--- src/hdl/pmc_pkg.sv ---
// Shared types and constants for the palindrome min-cut block.
package pmc_pkg;

   localparam int PMC_MAX_LEN     = 1024;
   localparam int PMC_QUEUE_DEPTH = 2;
   localparam int SYM_W           = 8;
   localparam int CUTS_W          = 10;
   localparam logic [CUTS_W-1:0] CUTS_MAX = 10'd1023;

   // Classified request from the front end to the back end.
   typedef struct packed {
      logic [SYM_W-1:0] symbol;
      logic             last;
      logic             too_long;
   } cmd_type;

   // One result as it waits in the result queue.
   typedef struct packed {
      logic [CUTS_W-1:0] prefix_min_cuts;
      logic              end_of_string;
      logic              too_long;
   } rsp_type;

   // Queue flags seen by the back end.
   typedef struct packed {
      logic cmd_empty;
      logic rsp_full;
   } queue_status_type;

   // Queue strobes driven by the back end.
   typedef struct packed {
      logic cmd_pop;
      logic rsp_push;
   } back_ctl_type;

   typedef enum logic [1:0] {
      BK_IDLE,
      BK_SWEEP,
      BK_DRAIN,
      BK_FINISH
   } back_state_type;

endpackage

--- src/hdl/pmc_front.sv ---
// Front end: accept requests, track string length, flag overlong symbols.
module pmc_front #(
   parameter int MAX_LEN = pmc_pkg::PMC_MAX_LEN
) (
   input  logic                     clock,
   input  logic                     reset,
   input  logic                     req_push,
   input  logic                     queue_full,
   input  logic [pmc_pkg::SYM_W-1:0] symbol,
   input  logic                     last,
   output logic                     cmd_push,
   output pmc_pkg::cmd_type         cmd
);

   localparam int LW = $clog2(MAX_LEN + 1);

   logic [LW-1:0] len_ff, len_in;
   logic          too_long;

   assign too_long     = (len_ff == LW'(MAX_LEN));
   assign cmd_push     = req_push && !queue_full;
   assign cmd.symbol   = symbol;
   assign cmd.last     = last;
   assign cmd.too_long = too_long;

   always_comb begin
      len_in = len_ff;
      if (cmd_push) begin
         if (last) begin
            len_in = '0;
         end else if (!too_long) begin
            len_in = len_ff + LW'(1);
         end
      end
   end

   always_ff @(posedge clock) begin
      if (reset) begin
         len_ff <= '0;
      end else begin
         len_ff <= len_in;
      end
   end

endmodule

--- config.mk ---
export PLATFORM = sky130hd
export DESIGN_NAME = pmc_front
export DESIGN_NICKNAME = d
export VERILOG_FILES = /design/src/hdl/pmc_pkg.sv /design/src/hdl/pmc_front.sv
export SDC_FILE = /design/constraint.sdc
export NUM_CORES = 1
export LEC_CHECK = 0
export CORE_UTILIZATION = 35
export DETAILED_ROUTE_END_ITERATION = 6
export DONT_BUFFER_PORTS = 1
export SLEW_MARGIN = 20
export SYNTH_ARGS = -nofsm -noshare
export SYNTH_HDL_FRONTEND = slang
export SYNTH_SLANG_ARGS = --single-unit
--- constraint.sdc ---
create_clock -name clock -period 4.4 [get_ports clock]
set_input_delay 0.66 -clock clock [delete_from_list [all_inputs] [get_ports clock]]
set_output_delay 0.66 -clock clock [all_outputs]
set_load 0.1 [all_outputs]
==> metrics.yaml, run 1 <==
crit_type: "flop to primary output"
cp-end-kind: "primary output"
ir_drop_mv: 0.138
max-slew-margin-rel_pct: 72.3
nNetsFinal: 95
finalCritPeriodShare_pct: 56.7
syn_inst: 87
synth_top_area_share_pct: 30.0
netlist_top_cells_count: "11 x dfxtp_1, 10 x buf_4, 8 x nand2_1"
power_density_nw_per_um2: 255
cpMaxStageDelayCell: "or4b_4"
track_usage_pct: 16.1
grt_pass1_vias: 562
num_io_pins: 24
place_congestion: 0.798
top_register: "len_ff"
synth-edff-count: 0
dieHeight_um: 47.8
slew_viol_final: 0
place_area_um2: 702
post_cts_buffers: 0
status: "completed"
fin_skew_ns: 0.000534
wirelength_um: 1450
dr.pass1.iters: 4
setup_ws_ns: 1.91
slowest_delay_ns: 0.47
die_x_um: 47.8
finalSetupTns_ns: 0
worst-path-max-fanout: 5
cts.clk_slew.worst_paths_ns: 0.07
drive_gt1_share_pct: 13.9
layout.cells.non_filler: 106
dieArea_um2: 2290
synth_seq_cells: 11
path_cells: "inv_1, ha_1, or4b_4, nor3_2, clkbuf_16"
r2r_start: "len_ff[0]"
num_rows: 16
drc_errors: 0
dp.cells: 102
top_regs: "len_ff: 11 flops"
syn_nets: 102
place.port_buffers: 0
antenna_found_initial: 0
synth_area_um2: 734
worstMarginPinSlew_ns: 0.415
rsz0062_at_grt: "no"
regToRegEndpoint: "len_ff[4]"
wl_per_cell_um: 13.7
grt_overflow: 0
pre_cts_ws_ns: 2.20
hold_path.class: "primary input to flop"
start_kind: "flop"
vias: 623
ant_nets: 0
cts_resized: 0
endpoint: "cmd[0]"
postCtsHoldBufs: 0
routed_via_density: 5.88
largest_reg_flops: 11
reg2reg_slack_ns: 2.37
power.total_mw: 0.185
cts_buffers: 3
cap_viol_max_count: 0
setup.worst_path.start: "len_ff[0]"
clockBufferDepth: 2
coreArea_um2: 1960
crit_required_ns: 3.74
finalCriticalPeriod_ns: 2.49
yosysWarnings: 0
worstSkewPairLatency_ns: 0.27
synth_cell_types: 31
cts_max_level: 1
synth_most_common_cell: "dfxtp_1"
async_reset_ff_share_pct: 0
clock-sinks: 11
num_antenna_cells: 0
p_leak_nw: 0.243
finalSetupViolCount: 0
finalHoldViolations: 0
drt_iter0_markers: 21
cts_tree: "yes"
yosysTopAreaCell: "dfxtp_1"
clockRootBuffer: "clkbuf_4"
area_delta_synth_final_pct: -0.852
reg2reg_depth: 5
synth_ff_type: "dfxtp_1"
synthTopCellsByArea: "dfxtp_1 30%, buf_4 10%, a311oi_1 7.2%, nand2_1 4.1%, ha_1 3.4%"
dp_hpwl_um: 1020
syn_area_per_cell_um2: 8.44
grt_max_degree: 16
final_area_um2: 728
grt_first_pass_wirelength_um: 2510
ys_seq_area_share_pct: 30.0
max_freq_ghz: 0.401
start_util_pct: 37.4
arrival_ns: 1.83
[through the flow]
stage,util (%),hold WS [ns]
CTS,37.1,0.450
global placement,35.8,0.497
detailed placement,35.8,0.511
floorplan,-,0.477
finish,37.1,0.452
global route,37.1,0.441
[layout make-up]
cell class	count	area (um2)
Clock buffer	4	26.3
Fill cell	217	1230
Inverter	4	15.0
Multi-Input combinational cell	58	400
Sequential cell	11	220
Tap cell	27	33.8
Timing Repair Buffer	2	32.5
[power by group]
part           switching (mW)  internal (mW)
logic                  0.0103        0.00449
clock network          0.0350         0.0351
registers            0.000587          0.100
[layout by cell type (no fill, tap or decap), drive strengths merged]
| cell | n |
|---|---|
| nor3 | 3 |
| nand2 | 8 |
| dfxtp | 11 |
| nand4 | 1 |
| a21oi | 4 |
| o31ai | 1 |
| a41oi | 2 |
| nor2 | 2 |
| nor3b | 1 |
| ha | 2 |
| o21ai | 4 |
| or4b | 1 |
| nand3 | 2 |
| o311a | 1 |
| or4 | 1 |
| a32o | 2 |
| a31oi | 3 |
| o41a | 1 |
| a311oi | 6 |
| nand2b | 3 |
| inv | 4 |
| nor2b | 4 |
| o41ai | 1 |
| buf | 1 |
| clkbuf | 5 |
| and4 | 2 |
| and3 | 3 |
[how the worst min path moves through the flow]
stage	cells past startpoint	slack, ns	startpoint	to
final	1	0.45	reset	len_ff[7]
after global routing	1	0.44	reset	len_ff[3]
after CTS	1	0.45	reset	len_ff[7]
after detailed placement	2	0.51	len_ff[0]	len_ff[0]
after global placement	2	0.50	len_ff[1]	len_ff[1]
after floorplan	1	0.48	len_ff[8]	len_ff[8]
[layer usage]
metal | up-vias | global-route usage [%] | part of all wire, %
li1 | 307 | - | -
met1 | 289 | 21.1 | 47
met2 | 25 | 24.1 | 45
met3 | 2 | 7.55 | 7.0
met4 | 0 | 3.33 | 0.89
met5 | - | 0 | 0
[critical path: cells and delay by family (launching register included)]
kind / cells / cell delay, ns
simple gates: 2 / 0.73
buf+inv: 2 / 0.35
flops: 1 / 0.34
fa+ha+maj: 1 / 0.14
[logic make-up (layout without fill, tap and decap cells)]
kind of cell | Yosys count | in the layout | share of synthesized area [%]
AND/OR/NAND/NOR | 31 | 31 | 24.5
AO/OA/AOI/OAI | 25 | 25 | 25.6
buffers and inverters | 18 | 10 | 16.5
flip-flops | 11 | 11 | 30.0
adder cells (fa/ha/maj) | 2 | 2 | 3.41
Note: power is estimated with default switching activity, not from simulation.
==> inputs of run 2 (changes only) <==
==> constraint.sdc (replaced) <==
create_clock -name clock -period 2.35 [get_ports clock]
set_input_delay 0.3525 -clock clock [delete_from_list [all_inputs] [get_ports clock]]
set_output_delay 0.3525 -clock clock [all_outputs]
set_load 0.1 [all_outputs]
==> metrics.yaml, run 2 (synthesized netlist as in run 1, its figures left out) <==
status: "completed"
path_buf_inv: 2
place.port_buffers: 0
worstMarginPinSlew_ns: 0.394
finalCriticalPeriod_ns: 2.19
slew_viol_final: 0
ant_nets: 0
crit_family: "simple AND/OR/NAND/NOR gates"
clockBufferDepth: 2
layout_commonest_cell: "dfxtp_1"
dieHeight_um: 47.8
final_area_um2: 728
dr.pass1.iters: 4
num_antenna_cells: 0
drc_errors: 0
r2r_start: "len_ff[0]"
worst-path-max-fanout: 5
place_area_um2: 702
finalCritPeriodShare_pct: 93.1
setup.worst_path.start: "len_ff[0]"
routed_via_density: 5.77
hold_path.class: "primary input to flop"
slowest_delay_ns: 0.47
p_seq_share_pct: 54.7
max-slew-margin-rel_pct: 73.7
grt_first_pass_wirelength_um: 2290
grt_overflow: 0
crit_required_ns: 2.00
fin_skew_ns: 0.00455
final_cell_mix: "11 x dfxtp_1, 8 x nand2_1, 6 x a311oi_1"
wirelength_um: 1440
cap_viol_max_count: 0
drt_iter0_markers: 10
switching_power_mw: 0.0831
clock-sinks: 11
coreArea_um2: 1960
dp.cells: 102
finalHoldViolations: 0
cts.clk_slew.worst_paths_ns: 0.07
cp-end-kind: "primary output"
power_density_nw_per_um2: 473
vias: 612
cpMaxStageDelayCell: "or4b_4"
die_x_um: 47.8
cts_buffers: 3
area_delta_synth_final_pct: -0.852
ir_drop_mv: 0.244
p_leak_nw: 0.243
switching_share_pct: 24.1
track_usage_pct: 14.9
num_io_pins: 24
num_rows: 16
postCtsHoldBufs: 0
start_util_pct: 37.4
finalSetupTns_ns: 0
crit_type: "flop to primary output"
post_cts_buffers: 0
fin_util_pct: 37.1
dp_hpwl_um: 1030
worstSkewPairLatency_ns: 0.27
top_register: "len_ff"
internal-power_mw: 0.261
cts_max_level: 1
drive_gt1_share_pct: 13.9
antenna_found_initial: 0
place_congestion: 0.790
grt_max_degree: 16
start_kind: "flop"
top_regs: "len_ff: 11 flops"
whs_ns: 0.145
min-delay-start: "reset"
p_clk_share_pct: 37.4
cts_resized: 0
path_cells: "inv_1, ha_1, or4b_4, nor3_2, clkbuf_16"
comb_power_share_pct: 8.0
rsz0062_at_grt: "no"
max_freq_ghz: 0.457
finalSetupViolCount: 0
grt_pass1_vias: 521
nNetsFinal: 95
largest_reg_flops: 11
clockRootBuffer: "clkbuf_4"
arrival_ns: 1.83
dieArea_um2: 2290
layout.cells.non_filler: 106
cts_tree: "yes"
wl_per_cell_um: 13.6
run 2: cell counts in the layout (fill, tap and decap cells not counted):
Identical to the previous run, type by type.
run 2: power groups by stage:
stage | Combinational [mW] | Sequential (mW) | Clock (mW)
2_1_floorplan | 0.0988 | 0.192 | 0
3_3_place_gp | 0.0273 | 0.193 | 0
3_5_place_dp | 0.0275 | 0.193 | 0
4_1_cts | 0.0276 | 0.188 | 0.133
5_1_grt | 0.0303 | 0.189 | 0.148
6_report | 0.0274 | 0.188 | 0.129
run 2: worst paths after layout:
path	cells past startpoint	slack [ns]	endpoint
max	5	0.16	cmd[0]
min reg2reg	2	0.52	len_ff[1]
max reg2reg	6	0.35	len_ff[3]
min	1	0.15	len_ff[8]
run 2: metrics by stage:
| step | power (mW) | setup slack (ns) |
|---|---|---|
| global route | 0.367 | 0.0299 |
| detailed placement | 0.220 | 0.353 |
| floorplan | 0.291 | 0.200 |
| finish | 0.344 | 0.163 |
| CTS | 0.348 | 0.146 |
| global placement | 0.220 | 0.387 |
run 2: layout make-up:
cell class / instances / area, um2
timing repair buffer: 2 / 32.5
inverter: 4 / 15.0
sequential: 11 / 220
clock buffer: 4 / 26.3
multi-input combinational: 58 / 400
fill: 228 / 1230
tap: 27 / 33.8
run 2: worst register-to-register path, cell delays in order (launching register included):
cell and delay [ns]:
dfxtp_1 0.34, inv_1 0.11, ha_1 0.14, or4b_4 0.47
o311a_2 0.49, a41oi_1 0.25, a311oi_1 0.07
run 2: per-layer routing:
| metal | vias to the layer above | GRT usage [%] | share of wire (%) |
|---|---|---|---|
| li1 | 304 | - | - |
| met3 | 2 | 9.43 | 6.2 |
| met1 | 295 | 18.5 | 47 |
| met2 | 11 | 21.6 | 45 |
| met5 | - | 0 | 0 |
| met4 | 0 | 3.33 | 0.97 |
==> inputs of run 3 (changes only) <==
==> constraint.sdc (replaced) <==
create_clock -name clock -period 2.35 [get_ports clock]
set_input_delay 0.47 -clock clock [delete_from_list [all_inputs] [get_ports clock]]
set_output_delay 0.47 -clock clock [all_outputs]
set_load 0.1 [all_outputs]
==> metrics.yaml, run 3 (synthesized netlist as in run 1, its figures left out) <==
grt_pass1_vias: 589
hold_path_end: "len_ff[7]"
arrival_ns: 1.77
multi_input_area_um2: 407
clockRootBuffer: "clkbuf_4"
max_freq_ghz: 0.446
drc_errors: 0
coreArea_um2: 1960
dr.pass1.iters: 4
reg2reg_slack_ns: 0.33
vias: 638
grt_first_pass_wirelength_um: 2570
dieArea_um2: 2290
place.port_buffers: 0
max-slew-margin-rel_pct: 72.2
power_density_nw_per_um2: 474
r2r_start: "len_ff[0]"
cpMaxStageDelayCell: "or4_1"
cp-end-kind: "primary output"
gr-usage-met1_pct: 21.1
met3_usage_pct: 8.30
fin_skew_ns: 0.00525
antenna_found_initial: 0
p_leak_nw: 0.243
top_register: "len_ff"
grt.busiest_layer: "met2"
nNetsFinal: 95
finalCriticalPeriod_ns: 2.24
grt_max_degree: 16
start_kind: "flop"
cts_buffers: 3
met2_usage_pct: 24.1
wl_per_cell_um: 14.7
cts_max_level: 1
fillers: 218
grt_overflow: 0
track_usage_pct: 16.4
regToRegEndpoint: "len_ff[3]"
finalSetupTns_ns: 0
worstMarginPinSlew_ns: 0.418
hold_path.class: "primary input to flop"
path_buf_inv: 1
ant_nets: 0
clock-sinks: 11
area_delta_synth_final_pct: 0
num_rows: 16
slew_viol_final: 0
worst-path-max-fanout: 8
postCtsHoldBufs: 0
die_x_um: 47.8
dieHeight_um: 47.8
cap_viol_max_count: 0
post_cts_buffers: 0
crit_required_ns: 1.88
finalSetupViolCount: 0
final_cell_mix: "11 x dfxtp_1, 8 x nand2_1, 6 x a311oi_1"
drt_iter0_markers: 13
crit_type: "flop to primary output"
routed_via_density: 6.02
start_util_pct: 37.4
slowest_delay_ns: 0.63
status: "completed"
largest_reg_flops: 11
num_antenna_cells: 0
path_cells: "or4_1, nor3_4, clkbuf_16"
whs_ns: 0.255
min_path_cells: 1
rsz0062_at_grt: "no"
wirelength_um: 1560
drive_gt1_share_pct: 13.9
dp_hpwl_um: 1080
min-delay-start: "reset"
layout_commonest_cell: "dfxtp_1"
finalHoldViolations: 0
finalCritPeriodShare_pct: 95.3
fin_util_pct: 37.4
place_congestion: 0.761
cts.clk_slew.worst_paths_ns: 0.07
ir_drop_mv: 0.271
crit_family: "simple AND/OR/NAND/NOR gates"
power.total_mw: 0.348
reg2reg_depth: 6
worstSkewPairLatency_ns: 0.27
seqCellArea_um2: 220
clockBufferDepth: 2
num_io_pins: 24
top_regs: "len_ff: 11 flops"
cts_tree: "yes"
==> run 3: cell types whose count changed in the layout (fill, tap and decap cells not counted) <==
| cell | before | now |
|---|---|---|
| nor3_2 | 1 | 0 |
| nor3_4 | 0 | 1 |
==> run 3: layout make-up <==
type / count / area share, %
repair buffers: 2 / 4.43
flip-flops and latches: 11 / 30.0
inverters: 4 / 2.04
well taps: 27 / 4.60
multi-input cells: 58 / 55.4
clock buffers: 4 / 3.58
==> run 3: routing by layer <==
metal	wire length, um	up-vias
met2	715	13
li1	-	308
met1	751	315
met3	77	2
met5	0	-
met4	14	0
==> run 3: worst max path at each step <==
stage / start / endpoint / slack (ns) / cells past startpoint
6_report: len_ff[5] / cmd[0] / 0.11 / 3
5_1_grt: len_ff[5] / cmd[0] / 0.03 / 3
4_1_cts: len_ff[0] / cmd[0] / 0.04 / 5
3_5_place_dp: len_ff[0] / cmd[0] / 0.30 / 5
3_3_place_gp: len_ff[0] / cmd[0] / 0.36 / 5
2_1_floorplan: req_push / len_ff[6] / 0.08 / 5
==> run 3: what timing repair did <==
action                                 CTS  global route
endpoints found under the hold margin    0             0
setup endpoints to repair                1             1
resized for setup                        1             0
pin swaps                                0             1
==> run 3: metrics by stage <==
step,setup WS (ns),instances,area [um2]
after floorplan,0.0824,87,737
after global placement,0.362,102,702
after detailed placement,0.304,102,702
after CTS,0.0435,106,734
after global routing,0.0289,106,734
final,0.110,106,734
==> run 3: where the power goes <==
part           internal, mW  switching [mW]  total, mW
sequential            0.187         0.00116      0.188
clock                0.0658          0.0660      0.132
combinational       0.00842          0.0197     0.0281
total                 0.261          0.0868      0.348
==> run 3: worst reg2reg max path: stages, from the launching register on <==
cell	delay [ns]
dfxtp_1	0.35
inv_1	0.10
ha_1	0.14
or4b_4	0.48
o311a_2	0.51
a41oi_1	0.25
a311oi_1	0.07
