==> config.mk <==
export PLATFORM = sky130hd
export DESIGN_NAME = pmc_fifo
export DESIGN_NICKNAME = d
export VERILOG_FILES = /design/src/hdl/pmc_fifo.sv
export SDC_FILE = /design/constraint.sdc
export NUM_CORES = 1
export LEC_CHECK = 0
export ABC_AREA = 1
export BUFFER_PORTS_ARGS = -buffer_cell sky130_fd_sc_hd__clkbuf_2
export CORE_UTILIZATION = 44
export CTS_BUF_LIST = sky130_fd_sc_hd__clkbuf_4 sky130_fd_sc_hd__clkbuf_8 sky130_fd_sc_hd__clkbuf_16
export DETAILED_ROUTE_END_ITERATION = 8
export HOLD_SLACK_MARGIN = 0.03
export PLACE_DENSITY = 0.69
export REMOVE_ABC_BUFFERS = 1
export SYNTH_ARGS = -nofsm -noshare
export SYNTH_HDL_FRONTEND = slang
export SYNTH_SLANG_ARGS = --single-unit
==> constraint.sdc <==
create_clock -name clock -period 1.4 [get_ports clock]
set_input_delay 0.07 -clock clock [delete_from_list [all_inputs] [get_ports clock]]
set_output_delay 0.07 -clock clock [all_outputs]
set_load 0.1 [all_outputs]
==> src/hdl/pmc_fifo.sv <==
// Small register-based queue with first-word fall-through read.
module pmc_fifo #(
   parameter int WIDTH = 8,
   parameter int DEPTH = 2
) (
   input  logic             clock,
   input  logic             reset,
   input  logic             push,
   input  logic [WIDTH-1:0] wr_data,
   output logic             full,
   input  logic             pop,
   output logic [WIDTH-1:0] rd_data,
   output logic             empty
);

   localparam int PW = (DEPTH > 1) ? $clog2(DEPTH) : 1;
   localparam int CW = $clog2(DEPTH + 1);

   logic [WIDTH-1:0] entry_ff [DEPTH];
   logic [PW-1:0]    wr_ptr_ff, wr_ptr_in;
   logic [PW-1:0]    rd_ptr_ff, rd_ptr_in;
   logic [CW-1:0]    count_ff, count_in;
   logic             do_push, do_pop;

   assign full    = (count_ff == CW'(DEPTH));
   assign empty   = (count_ff == '0);
   assign do_push = push && !full;
   assign do_pop  = pop && !empty;
   assign rd_data = entry_ff[rd_ptr_ff];

   always_comb begin
      wr_ptr_in = wr_ptr_ff;
      rd_ptr_in = rd_ptr_ff;
      count_in  = count_ff;
      if (do_push) begin
         wr_ptr_in = (wr_ptr_ff == PW'(DEPTH - 1)) ? '0 : wr_ptr_ff + PW'(1);
      end
      if (do_pop) begin
         rd_ptr_in = (rd_ptr_ff == PW'(DEPTH - 1)) ? '0 : rd_ptr_ff + PW'(1);
      end
      if (do_push && !do_pop) begin
         count_in = count_ff + CW'(1);
      end else if (do_pop && !do_push) begin
         count_in = count_ff - CW'(1);
      end
   end

   always_ff @(posedge clock) begin
      if (reset) begin
         wr_ptr_ff <= '0;
         rd_ptr_ff <= '0;
         count_ff  <= '0;
      end else begin
         wr_ptr_ff <= wr_ptr_in;
         rd_ptr_ff <= rd_ptr_in;
         count_ff  <= count_in;
      end
   end

   always_ff @(posedge clock) begin
      if (do_push) begin
         entry_ff[wr_ptr_ff] <= wr_data;
      end
   end

endmodule

==> impl.org, run 1 <==
** Outcome
- The run finished with clean final reports.

** Layout
- The count of cells in the finished layout, fillers not included, comes to between 100 and 150.
- Of the cells placed in the final design, the portion with a size suffix greater than 1 is 0.5052.
- Number of nets in the finished design :: around 110
- In the layout the commonest cells are 16 x sky130_fd_sc_hd__edfxtp_1, 11 x sky130_fd_sc_hd__clkbuf_2, 8 x sky130_fd_sc_hd__mux2_2, 8 x sky130_fd_sc_hd__dlygate4sd3_1, 8 x sky130_fd_sc_hd__buf_12.
- Leaving out fill and tap cells, the most frequent cell in the layout is sky130_fd_sc_hd__edfxtp_1.
- Filler Cell Count :: between 100 and 150
- The area growth from synthesis to layout is 51.36%.
- Antenna Diode Count :: 0
- Area of all placed cells without fillers :: 1254 um^2

** STA
- Max-Slew Margin vs Limit :: 0.7060
- Count of final hold-check violations :: 0
- Setup violations remaining at the end of the flow were counted as 0.
- Slew at the pin closest to its max-slew limit :: between 0.4 and 0.5 ns
- On the final layout, the worst clock skew is roughly 0.0036 ns.
- Timing would allow up to around 750 MHz.
- Of the available clock period, the critical path in the final layout requires 0.9556.
- The total count of max-transition violations in the final report came to 0.
- Post-layout min period :: ~1.3 ns

** Floorplan
- Horizontal die dimension :: 45.39 um
- FP Rows :: 15
- Total core area :: roughly 1700 um^2
- Die Y :: 45.39 um
- Boundary pin count :: 22
- Starting Density :: 0.4746
- The floorplan step defined a die boundary enclosing between 2000 and 2500 um^2.

** Power
- Pwr Density :: 2205 nW/um^2
- Leakage Power :: around 0.0005 uW
- The worst-case IR drop observed on VDD is around 1.7 mV.

** Worst setup path
- The number of cells on the worst reg-to-reg path is 8.
- STA classifies the critical path startpoint as a flop.
- In this design, the largest share of critical-path delay is due to flip-flops.
- On the worst path, the slowest cell contributes a delay of around 0.42 ns.
- Path type of the worst setup path :: flop to output pin
- The slowest stage of the critical path belongs to the cell sky130_fd_sc_hd__dfxtp_4.
- Data required time of the critical path :: 1.33 ns
- The number of buffers and inverters on the critical path is 1.
- STA puts the critical path data arrival time at 1.27 ns.
- In this run the worst path has a maximum fanout of 8.
- The worst setup path is captured at an output pin.
- Traced cell by cell, the critical path runs through mux2_2 > buf_12.
- Counting buffers and inverters, the worst setup path is 2 cells deep.

** Place
- The number of placed instances, taps included, is 110.
- In this run the cell area measured after placement is between 1000 and 1500 um^2.
- Hpwl dp :: between 1000 and 1500 um
- Routability-driven placement congestion ratio :: 0.6749
- In this run the tool buffered the top-level ports with 21 buffer cells.

** Drt
- Total via count after detailed routing :: about 570
- Routed WL :: 1446 um
- Before antenna repair, the detailed router went through 4 iterations.
- Drt via density :: between 4 and 5
- The detail route stage leaves a number of antenna-violating nets equal to 0.
- Routed wire per std cell :: ~12 um
- In this run, the number of DRC markers left after iteration 0 of detailed routing was 6.
- In the routed design, unresolved DRC markers number 0.

** Run
- Max-cap violations in this run came to 0.

** Yosys
- Syn Std Cell Area :: ~830 um^2
- Mean instance size in the synthesized netlist :: between 10 and 15 um^2
- Share of the yosys chip area belonging to registers :: 0.7009
- Instance count of the mapped netlist :: 62
- Synth Warn # :: 0
- Unique cell type count in the Yosys netlist :: 16
- Number of synthesized register bits :: 21

** GRT
- The first global-routing pass estimated around 2400 um of wire.
- For this run, the total global-route usage over all layers was measured as 0.1692.
- Entering global routing, the biggest net connects 13 pins.
- Summed over all layers, the global routing overflow is 0.
- Number of antenna violations at the first check in global routing :: 0
- Via count of the first global-routing pass :: 562

** Clock tree
- After clock tree synthesis, the clock-pin slew on the worst setup and hold paths is between 0.1 and 0.15 ns.
- Clock tree from TritonCTS :: built
- Clock latency on the worst-skew pair, taken at its later pin, is roughly 0.3 ns.
- CTS H-tree depth :: 1
- Maximum root-to-sink buffer count :: 2
- Root buf cell :: sky130_fd_sc_hd__clkbuf_4
- Total CTS buffers :: 3
- Total number of clock tree sinks :: 21

** Min path
- Path type of the worst min-delay path :: input port to flop
- The worst hold path passes through 4 cells.
final cells by class:
| type | instances | area [um^2] | share of cell area |
|---|---|---|---|
| Sequential cell | 21 | 586.8 | 0.4681 |
| Clock inverter | 1 | 5.005 | 0.003992 |
| Multi-Input combinational cell | 31 | 241.5 | 0.1926 |
| Timing Repair Buffer | 32 | 332.8 | 0.2655 |
| Tap cell | 25 | 31.28 | 0.02495 |
| Clock buffer | 3 | 22.52 | 0.01796 |
| Inverter | 9 | 33.78 | 0.02695 |
logic make-up after synthesis:
| logic type | count (synthesis) | synth area share |
|---|---|---|
| compound gates | 6 | 0.04531 |
| fa+ha+maj | 1 | 0.01510 |
| buf+inv | 10 | 0.04683 |
| flops | 21 | 0.7009 |
| mux | 8 | 0.1088 |
| simple gates | 16 | 0.08307 |
Yosys cell counts:
master	n	share of area
sky130_fd_sc_hd__edfxtp_1	16	0.58
sky130_fd_sc_hd__nor2_1	9	0.041
sky130_fd_sc_hd__mux2_2	8	0.11
sky130_fd_sc_hd__inv_1	7	0.032
sky130_fd_sc_hd__dfxtp_1	5	0.12
sky130_fd_sc_hd__nand2_1	4	0.018
sky130_fd_sc_hd__inv_2	2	0.0091
sky130_fd_sc_hd__o21ai_0	2	0.012
sky130_fd_sc_hd__o21ai_2	2	0.021
sky130_fd_sc_hd__a21oi_1	1	0.0060
sky130_fd_sc_hd__and2_4	1	0.011
sky130_fd_sc_hd__buf_2	1	0.0060
sky130_fd_sc_hd__ha_1	1	0.015
sky130_fd_sc_hd__nand3_1	1	0.0060
sky130_fd_sc_hd__nand4_1	1	0.0076
sky130_fd_sc_hd__o21ai_1	1	0.0060
state kept, by name, indices dropped and copies added (netlist names), named ones only:
signal and cells:
count_ff 2, entry_ff 16, rd_ptr_ff 1, wr_ptr_ff 1
report_power, final:
group | total (uW) | leakage [uW] | internal [uW] | switching, uW
combinational | 1610 | 0.000297 | 552 | 1060
sequential | 872 | 0.000192 | 806 | 65.8
clock | 282 | 0.0000177 | 106 | 176
total | 2770 | 0.000506 | 1460 | 1300
tightest hold or removal path: stages:
cell,delay [ns]
sky130_fd_sc_hd__clkbuf_2,0.07
sky130_fd_sc_hd__inv_1,0.06
sky130_fd_sc_hd__nand2_1,0.07
sky130_fd_sc_hd__nor2_1,0.03
stage by stage:
stage	setup slack [ns]	hold WS, ns	setup TNS [ns]	utilization	total power (uW)
CTS	0.0009847	0.04024	0	0.6982	2713
detailed placement	-0.007347	0.2660	-0.05773	0.6344	2415
global placement	0.06885	0.2677	0	0.6344	2379
floorplan	-0.3637	0.1689	-0.6908	-	1908
global route	-0.004078	0.05645	-0.004078	0.7183	2887
finish	0.06209	0.03539	0	0.7183	2765
what timing repair did:
action,4_1_cts,5_1_grt
hold endpoints to repair,16,0
buffers inserted,0,0
pin swaps,0,1
resized for setup,2,9
hold buffers,8,0
endpoints found under the setup margin,16,18
metal layers:
metal / part of all wire / track usage / vias up
li1: - / - / 285
met1: 0.40 / 0.1816 / 264
met2: 0.54 / 0.3029 / 16
met3: 0.033 / 0.02778 / 4
met4: 0.025 / 0.1091 / 0
met5: 0 / 0 / -
final timing paths:
check	startpoint	to	slack [ns]
setup / recovery	flop	rd_data[0]	0.06
setup reg to reg	count_ff[0]	count_ff[1]	0.08
hold / removal	reset	count_ff[1]	0.04
hold reg to reg	wr_ptr_ff	wr_ptr_ff	0.54
No activity file was read; power rests on OpenSTA's default activity.
==> run 2, diff against run 1 <==
==> constraint.sdc (replaced) <==
create_clock -name clock -period 1.2 [get_ports clock]
set_input_delay 0.06 -clock clock [delete_from_list [all_inputs] [get_ports clock]]
set_output_delay 0.06 -clock clock [all_outputs]
set_load 0.1 [all_outputs]
==> impl.org, run 2 (same netlist as run 1, synthesis figures left out) <==
** Floorplan
- Boundary pin count :: 22 (unchanged)
- The number of cell rows came to 15 (unchanged).
- Starting Density :: 0.4746 (unchanged)
- The die boundary height came to 45.39 um (unchanged).
- The horizontal extent of the die is 45.39 um (unchanged).
- The area enclosed by the die boundary is 2060 um^2 (unchanged).
- The placeable core region is 1745 um^2 (unchanged).

** Worst setup path
- CP max FO :: 3 (-5)
- Path type of the worst setup path :: flop to output pin
- Critical path data arrival time :: 1.29 ns (+0.02 ns)
- Element type at the critical path end :: output pin
- STA classifies the critical path startpoint as a flop.
- Count of cells along the worst register-to-register path :: 8 (unchanged)
- Data required time of the critical path :: 1.14 ns (-0.19 ns)

** Place
- Number of buffer cells added on primary ports :: 21 (unchanged)
- Routability-driven placement congestion ratio :: 0.7089 (+5.0%)
- Hpwl dp :: 1111 um (+3.6%)
- Inst Count DP :: 119 (+8.2%)

** Power
- Switching component of the power :: 1715 uW (+32%)
- The share of power burned in the clock network is 0.095 (-0.007).
- The reported leakage power was 0.0006069 uW (+20%).
- The worst-case vdd ir drop was 2.761 mV (+66%).
- Power share of the sequential group :: 0.268 (-0.047)
- The part of the power in combinational logic is 0.637 (+0.054).
- Switching share of total power :: 0.4537 (-0.01674)
- The power density of the placed cells was 2627 nW/um^2 (+19%).
- The internal power of the cells is 2065 uW (+41%).

** Layout
- Area grow syn2layout :: 73.72%
- The fraction of layout cells with a size suffix above 1 was 0.6204 (+0.1152).
- The largest registers in the layout are entry_ff: 16 flops, count_ff: 2 flops.
- The flip-flop count of the largest register after layout is 16 (unchanged).
- Filler Cell Count :: 94 (-27%)
- The library cell used most frequently in the layout, excluding fill and tap cells, is sky130_fd_sc_hd__edfxtp_1.
- The final layout net count was 122 (+9.9%).
- Largest register by flop count :: entry_ff
- The library cells used most frequently in the layout, excluding fill and tap cells, are 16 x sky130_fd_sc_hd__edfxtp_1, 11 x sky130_fd_sc_hd__clkbuf_2, 10 x sky130_fd_sc_hd__buf_12, 9 x sky130_fd_sc_hd__dlygate4sd3_1.
- Final instance count without filler cells :: 133 (+9.0%)
- The antenna diode count came to 0 (unchanged).

** STA
- The total count of max-transition violations in the final report was 0 (unchanged).
- Setup repair after global routing could not meet its margin everywhere.
- The slew of the pin with the lowest slew margin was 0.1608 ns (-0.2796 ns).
- Achievable clock frequency :: about 740 MHz
- Count of final hold-check violations :: 0 (unchanged)
- The final number of setup-violating endpoints is 11 (+11).
- Final-layout setup total negative slack :: -1.229 ns (-1.229 ns)
- The minimum setup slack in the final design is -0.1456 ns (-0.2077 ns).
- The final setup skew was 0.001975 ns (-0.001581 ns).
- Post-layout min period :: around 1.3 ns
- Final clock period utilization by the worst path :: 1.121
- Max-Slew Margin vs Limit :: 0.8924 (+0.1863)

** GRT
- Number of antenna violations at the first check in global routing :: 0 (unchanged)
- The maximum number of pins on one net before global-route repair was 13 (unchanged).
- The leftover overflow at the end of global routing was 0 (unchanged).
- GRT Util Overall :: 0.2111 (+0.04194)
- The first-pass GRT wire length was 2808 um (+19%).
- Via count of the first global-routing pass :: 638 (+14%)

** Clock tree
- The clock latency on the worst-skew pair is 0.32 ns (+0.02 ns).
- CTS H-tree depth :: 1 (unchanged)
- The buffer depth of the longest clock path came to 2 (unchanged).
- The total clock buffers created by CTS is 3 (unchanged).
- The clock sink count was 21 (unchanged).
- TritonCTS built the clock tree.
- The clock edge transition at the registers on the reported setup and hold paths was 0.12 ns (about the same).
- Root buf cell :: sky130_fd_sc_hd__clkbuf_4

** Drt
- The post-detailed-route via-to-cell ratio was 4.684 (+0.43%).
- The post-route antenna net violation count was 0 (unchanged).
- The overall routed net length is 1785 um (+23%).
- Total via count after detailed routing :: 623 (+9.5%)
- Detailed Routing Iterations Pass 1 :: 4 (unchanged)
- The average wire per cell in the routed design came to 13.42 um (+13%).
- The DRC violation total after the first TritonRoute iteration is 5 (-1).
- The post-detailed-route DRC marker count is 0 (unchanged).

** Min path
- The path class of the tightest hold or removal check is input port to flop.
- Min-Delay Path Depth :: 5 (+1)

** Run
- The max-cap check violation count is 0 (unchanged).

** Outcome
- The flow ran to the end, but the final reports show violations.
- The checks that failed: setup timing.
[run 2: per-layer routing]
metal / part of all wire / track usage / routed length, um / vias to the layer above
met4: 0.038 / 0.1515 / 67 / 0
met3: 0.033 / 0.07937 / 59 / 7
li1: - / - / - / 304
met5: 0 / 0 / 0 / -
met1: 0.39 / 0.2147 / 690 / 291
met2: 0.54 / 0.3514 / 967 / 21
[run 2: repair_timing]
item                                    CTS  global route
endpoints found under the setup margin   23            28
endpoints found under the hold margin    18             0
pin swaps                                 7             6
resized for setup                        25            10
hold buffers                              9             0
setup buffers                             0             1
[run 2: path summary, 6_finish.rpt]
check | start | end | slack, ns
setup / recovery | flop | rd_data[5] | -0.15
hold / removal | push | wr_ptr_ff | 0.13
setup reg to reg | count_ff[1] | count_ff[1] | -0.06
hold reg to reg | rd_ptr_ff | flop | 0.60
[run 2: through the flow]
| step | util | instance area (um^2) | hold slack (ns) | setup WS, ns | power (uW) |
|---|---|---|---|---|---|
| CTS | 0.8043 | 1404 | 0.1057 | -0.1503 | 3649 |
| finish | 0.8244 | 1439 | 0.1345 | -0.1456 | 3780 |
| global placement | 0.6875 | 1200 | 0.2505 | -0.01948 | 3004 |
| global route | 0.8244 | 1439 | 0.1785 | -0.1988 | 3930 |
| detailed placement | 0.6875 | 1200 | 0.2530 | -0.07001 | 3036 |
| floorplan | - | 823.3 | 0.1589 | -0.5537 | 2203 |
[run 2: area by class of cell]
cell class | instances | area, um^2 | area share
Inverter | 9 | 36.28 | 0.02522
Sequential cell | 21 | 586.8 | 0.4078
Multi-Input combinational cell | 31 | 295.3 | 0.2052
Clock inverter | 1 | 5.005 | 0.003478
Timing Repair Buffer | 43 | 461.7 | 0.3209
Clock buffer | 3 | 22.52 | 0.01565
Tap cell | 25 | 31.28 | 0.02174
[run 2: power groups by stage]
stage	registers, uW	logic [uW]	clock network, uW
3_5_place_dp	997	2040	0
5_1_grt	1030	2510	395
4_1_cts	1000	2290	356
6_report	1010	2410	358
3_3_place_gp	991	2010	0
2_1_floorplan	1020	1180	0
[run 2: worst max-delay path, stage by stage (launching register included)]
cell and delay, ns:
sky130_fd_sc_hd__dfxtp_2 0.34, sky130_fd_sc_hd__buf_4 0.15, sky130_fd_sc_hd__mux2_4 0.31, sky130_fd_sc_hd__buf_12 0.17
==> run 3, diff against run 2 <==
--- a/config.mk
+++ b/config.mk
@@ -6,12 +6,13 @@
 export NUM_CORES = 1
 export LEC_CHECK = 0
 export ABC_AREA = 1
-export BUFFER_PORTS_ARGS = -buffer_cell sky130_fd_sc_hd__clkbuf_2
-export CORE_UTILIZATION = 44
+export CORE_UTILIZATION = 52
 export CTS_BUF_LIST = sky130_fd_sc_hd__clkbuf_4 sky130_fd_sc_hd__clkbuf_8 sky130_fd_sc_hd__clkbuf_16
 export DETAILED_ROUTE_END_ITERATION = 8
+export DONT_BUFFER_PORTS = 1
 export HOLD_SLACK_MARGIN = 0.03
-export PLACE_DENSITY = 0.69
+export PLACE_DENSITY = 0.68
+export RECOVER_POWER = 100
 export REMOVE_ABC_BUFFERS = 1
 export SYNTH_ARGS = -nofsm -noshare
 export SYNTH_HDL_FRONTEND = slang
==> impl.org, run 3 (same netlist as run 1, synthesis figures left out) <==
** Floorplan
- Floorplan die area :: 1756 um^2 (-15%)
- Starting Density :: 0.5563 (+0.08175)
- The number of cell rows came to 14 (-1).
- The I/O pin total was 22 (unchanged).
- Horizontal die dimension :: 41.91 um (-7.7%)
- The placeable core region was 1489 um^2 (-15%).
- The die boundary height came to 41.91 um (-7.7%).

** Power
- Pwr Density :: 2735 nW/um^2 (+4.1%)
- The worst-case vdd ir drop came to 2.114 mV (-23%).
- The reported leakage power is 0.0005522 uW (-9.0%).

** Layout
- In the final layout, the registers with the most flip-flops are entry_ff: 16 flops, count_ff: 2 flops.
- In the layout the commonest cells are 16 x sky130_fd_sc_hd__edfxtp_1, 10 x sky130_fd_sc_hd__buf_12, 9 x sky130_fd_sc_hd__dlygate4sd3_1, 8 x sky130_fd_sc_hd__mux2_4, 6 x sky130_fd_sc_hd__buf_4.
- The library cell used most frequently in the layout, excluding fill and tap cells, is sky130_fd_sc_hd__edfxtp_1.
- The antenna diode count came to 0 (unchanged).
- The final layout net count is 109 (-11%).
- Number of flip-flops under the largest register name :: 16 (unchanged)
- Area of combinational cells with multiple inputs :: 306.5 um^2 (+3.8%)
- The design area came to 1365 um^2 (-5.1%).
- Largest register by flop count :: entry_ff
- Share of post-route cells with drive strength above 1 :: 0.5474 (-0.07300)
- Filler Cell Count :: 52 (-45%)
- Footprint of the flip-flops and latches :: 586.8 um^2 (unchanged)
- Relative to the synthesized area, the layout overhead comes to 64.80%.

** Place
- Placed standard-cell area :: 1116 um^2 (-7.0%)
- Hpwl dp :: 1094 um (-1.5%)
- The number of I/O port buffers came to 0 (-100%).
- The final weighted congestion in routability-driven placement was 0.6880 (-2.9%).

** GRT
- Number of antenna violations at the first check in global routing :: 0 (unchanged)
- The total global routing track utilization is 0.2512 (+0.04002).
- The first-pass GRT wire length was 3022 um (+7.6%).
- Maximum number of pins on one net before global-route repair :: 13 (unchanged)
- The leftover overflow at the end of global routing is 0 (unchanged).
- Via count of the first global-routing pass :: 650 (+1.9%)

** Min path
- The number of instances on the worst hold path is 5 (unchanged).
- WHS Endpoint :: wr_ptr_ff
- The startpoint identified for the worst hold timing path is push.
- Path type of the worst min-delay path :: input port to flop

** STA
- Max-slew violations :: 0 (unchanged)
- The relative slew slack was 0.8624 (-0.03000).
- The number of failing hold endpoints at the final stage came to 0 (unchanged).
- The setup total negative slack is -1.015 ns (+0.2142 ns).
- Fin Clk Skew :: 0.006057 ns (+0.004082 ns)
- Final clock period utilization by the worst path :: 1.097 (-0.02416)
- The minimum setup slack in the final design came to -0.1166 ns (+0.02900 ns).
- Count of final setup violators :: 19 (+8)
- Achievable clock frequency :: 759.5 MHz (+2.2%)
- The clock period minus final worst setup slack is 1.317 ns (-0.02899 ns).
- Setup repair after global routing could not meet its margin everywhere.
- Slew at the pin closest to its max-slew limit :: 0.2062 ns (+0.04531 ns)

** Worst setup path
- Worst reg2reg path startpoint :: count_ff[1]
- Type of element launching the critical path :: flop
- STA classifies the critical path endpoint as an output pin.
- The critical path is of the flop to output pin type.
- Internal reg-to-reg setup slack :: -0.05 ns (about the same)
- Data required time of the critical path :: 1.14 ns (about the same)
- CP max FO :: 8 (+5)
- Count of cells along the worst register-to-register path :: 8 (unchanged)
- End of the worst register-to-register path :: count_ff[1]
- Critical path data arrival time :: 1.26 ns (-0.03 ns)

** Drt
- Drt via density :: 5.216 (+11%)
- The post-route antenna net violation count came to 0 (unchanged).
- The average wire per cell in the routed design was 17.72 um (+32%).
- Total via count after detailed routing :: 579 (-7.1%)
- Residual DRC count :: 0 (unchanged)
- The first-pass iteration count of the detailed router was 4 (unchanged).
- The DRC violation total after the first TritonRoute iteration is 11 (+6).
- The overall routed net length was 1967 um (+10%).

** Clock tree
- Clock transition at path regs :: 0.11 ns (about the same)
- The total clock buffers created by CTS was 3 (unchanged).
- In this run the clock root is driven by a sky130_fd_sc_hd__clkbuf_4.
- TritonCTS built the clock tree.
- The buffer depth of the longest clock path was 2 (unchanged).
- CTS H-tree depth :: 1 (unchanged)
- The clock latency on the worst-skew pair was 0.30 ns (-0.02 ns).
- The clock sink count is 21 (unchanged).

** Outcome
- Outcome :: finished with violations
- Violated checks :: setup timing

** Run
- Max-cap check violation count :: 0 (unchanged)
[run 3: cell count changes in the layout (fill, tap and decap cells not counted), moves of 2 or more]
cell	previous run	this run
sky130_fd_sc_hd__clkbuf_2	11	0
sky130_fd_sc_hd__nand2_2	2	0
sky130_fd_sc_hd__nand2_1	2	4
sky130_fd_sc_hd__buf_4	8	6
[run 3: how the worst max path moves through the flow]
stage / start / to
after global routing: flop / rd_data[2]
after CTS: flop / rd_data[5]
final: flop / rd_data[2]
after detailed placement: count_ff[0] / count_ff[1]
after floorplan: count_ff[1] / full
after global placement: count_ff[0] / count_ff[1]
[run 3: layout make-up]
class                      instances  area share
multi-input combinational         31      0.2246
clock inverter                     1    0.003666
inverter                           9     0.02658
tap                               16     0.01467
sequential                        21      0.4299
timing repair buffer              30      0.2841
clock buffer                       3     0.01650
[run 3: power breakdown]
| group | switching [uW] | internal (uW) | total (uW) |
|---|---|---|---|
| clock | 208 | 124 | 332 |
| sequential | 125 | 941 | 1070 |
| combinational | 1370 | 962 | 2340 |
| total | 1710 | 2030 | 3730 |
[run 3: timing repair]
| item | 4_1_cts | 5_1_grt |
|---|---|---|
| setup endpoints to repair | 28 | 29 |
| resized for setup | 24 | 10 |
| buffers inserted | 1 | 1 |
| pin swaps | 8 | 4 |
| hold endpoints to repair | 19 | 0 |
| hold buffers | 9 | 0 |
[run 3: metrics by stage]
step	utilization	cells	hold WS (ns)	setup slack (ns)	total power [uW]
2_1_floorplan	-	61	0.1589	-0.5537	2203
3_3_place_gp	0.7496	96	0.1589	-0.02113	2963
3_5_place_dp	0.7496	96	0.1589	-0.1072	3017
4_1_cts	0.8899	110	0.08799	-0.1424	3628
5_1_grt	0.9168	111	0.1333	-0.1705	3871
6_report	0.9168	111	0.1249	-0.1166	3733
[run 3: worst max-delay path, cell delays in order (launching register included)]
cell and delay (ns):
sky130_fd_sc_hd__dfxtp_4 0.46, sky130_fd_sc_hd__mux2_4 0.34, sky130_fd_sc_hd__buf_12 0.17
[run 3: layer usage]
layer  up-vias  GRT usage  wire length [um]
met5         -          0                 0
met4         0     0.1871                38
met3         4    0.04783                60
met2        15     0.4531              1134
met1       283     0.2500               734
li1        277          -                 -
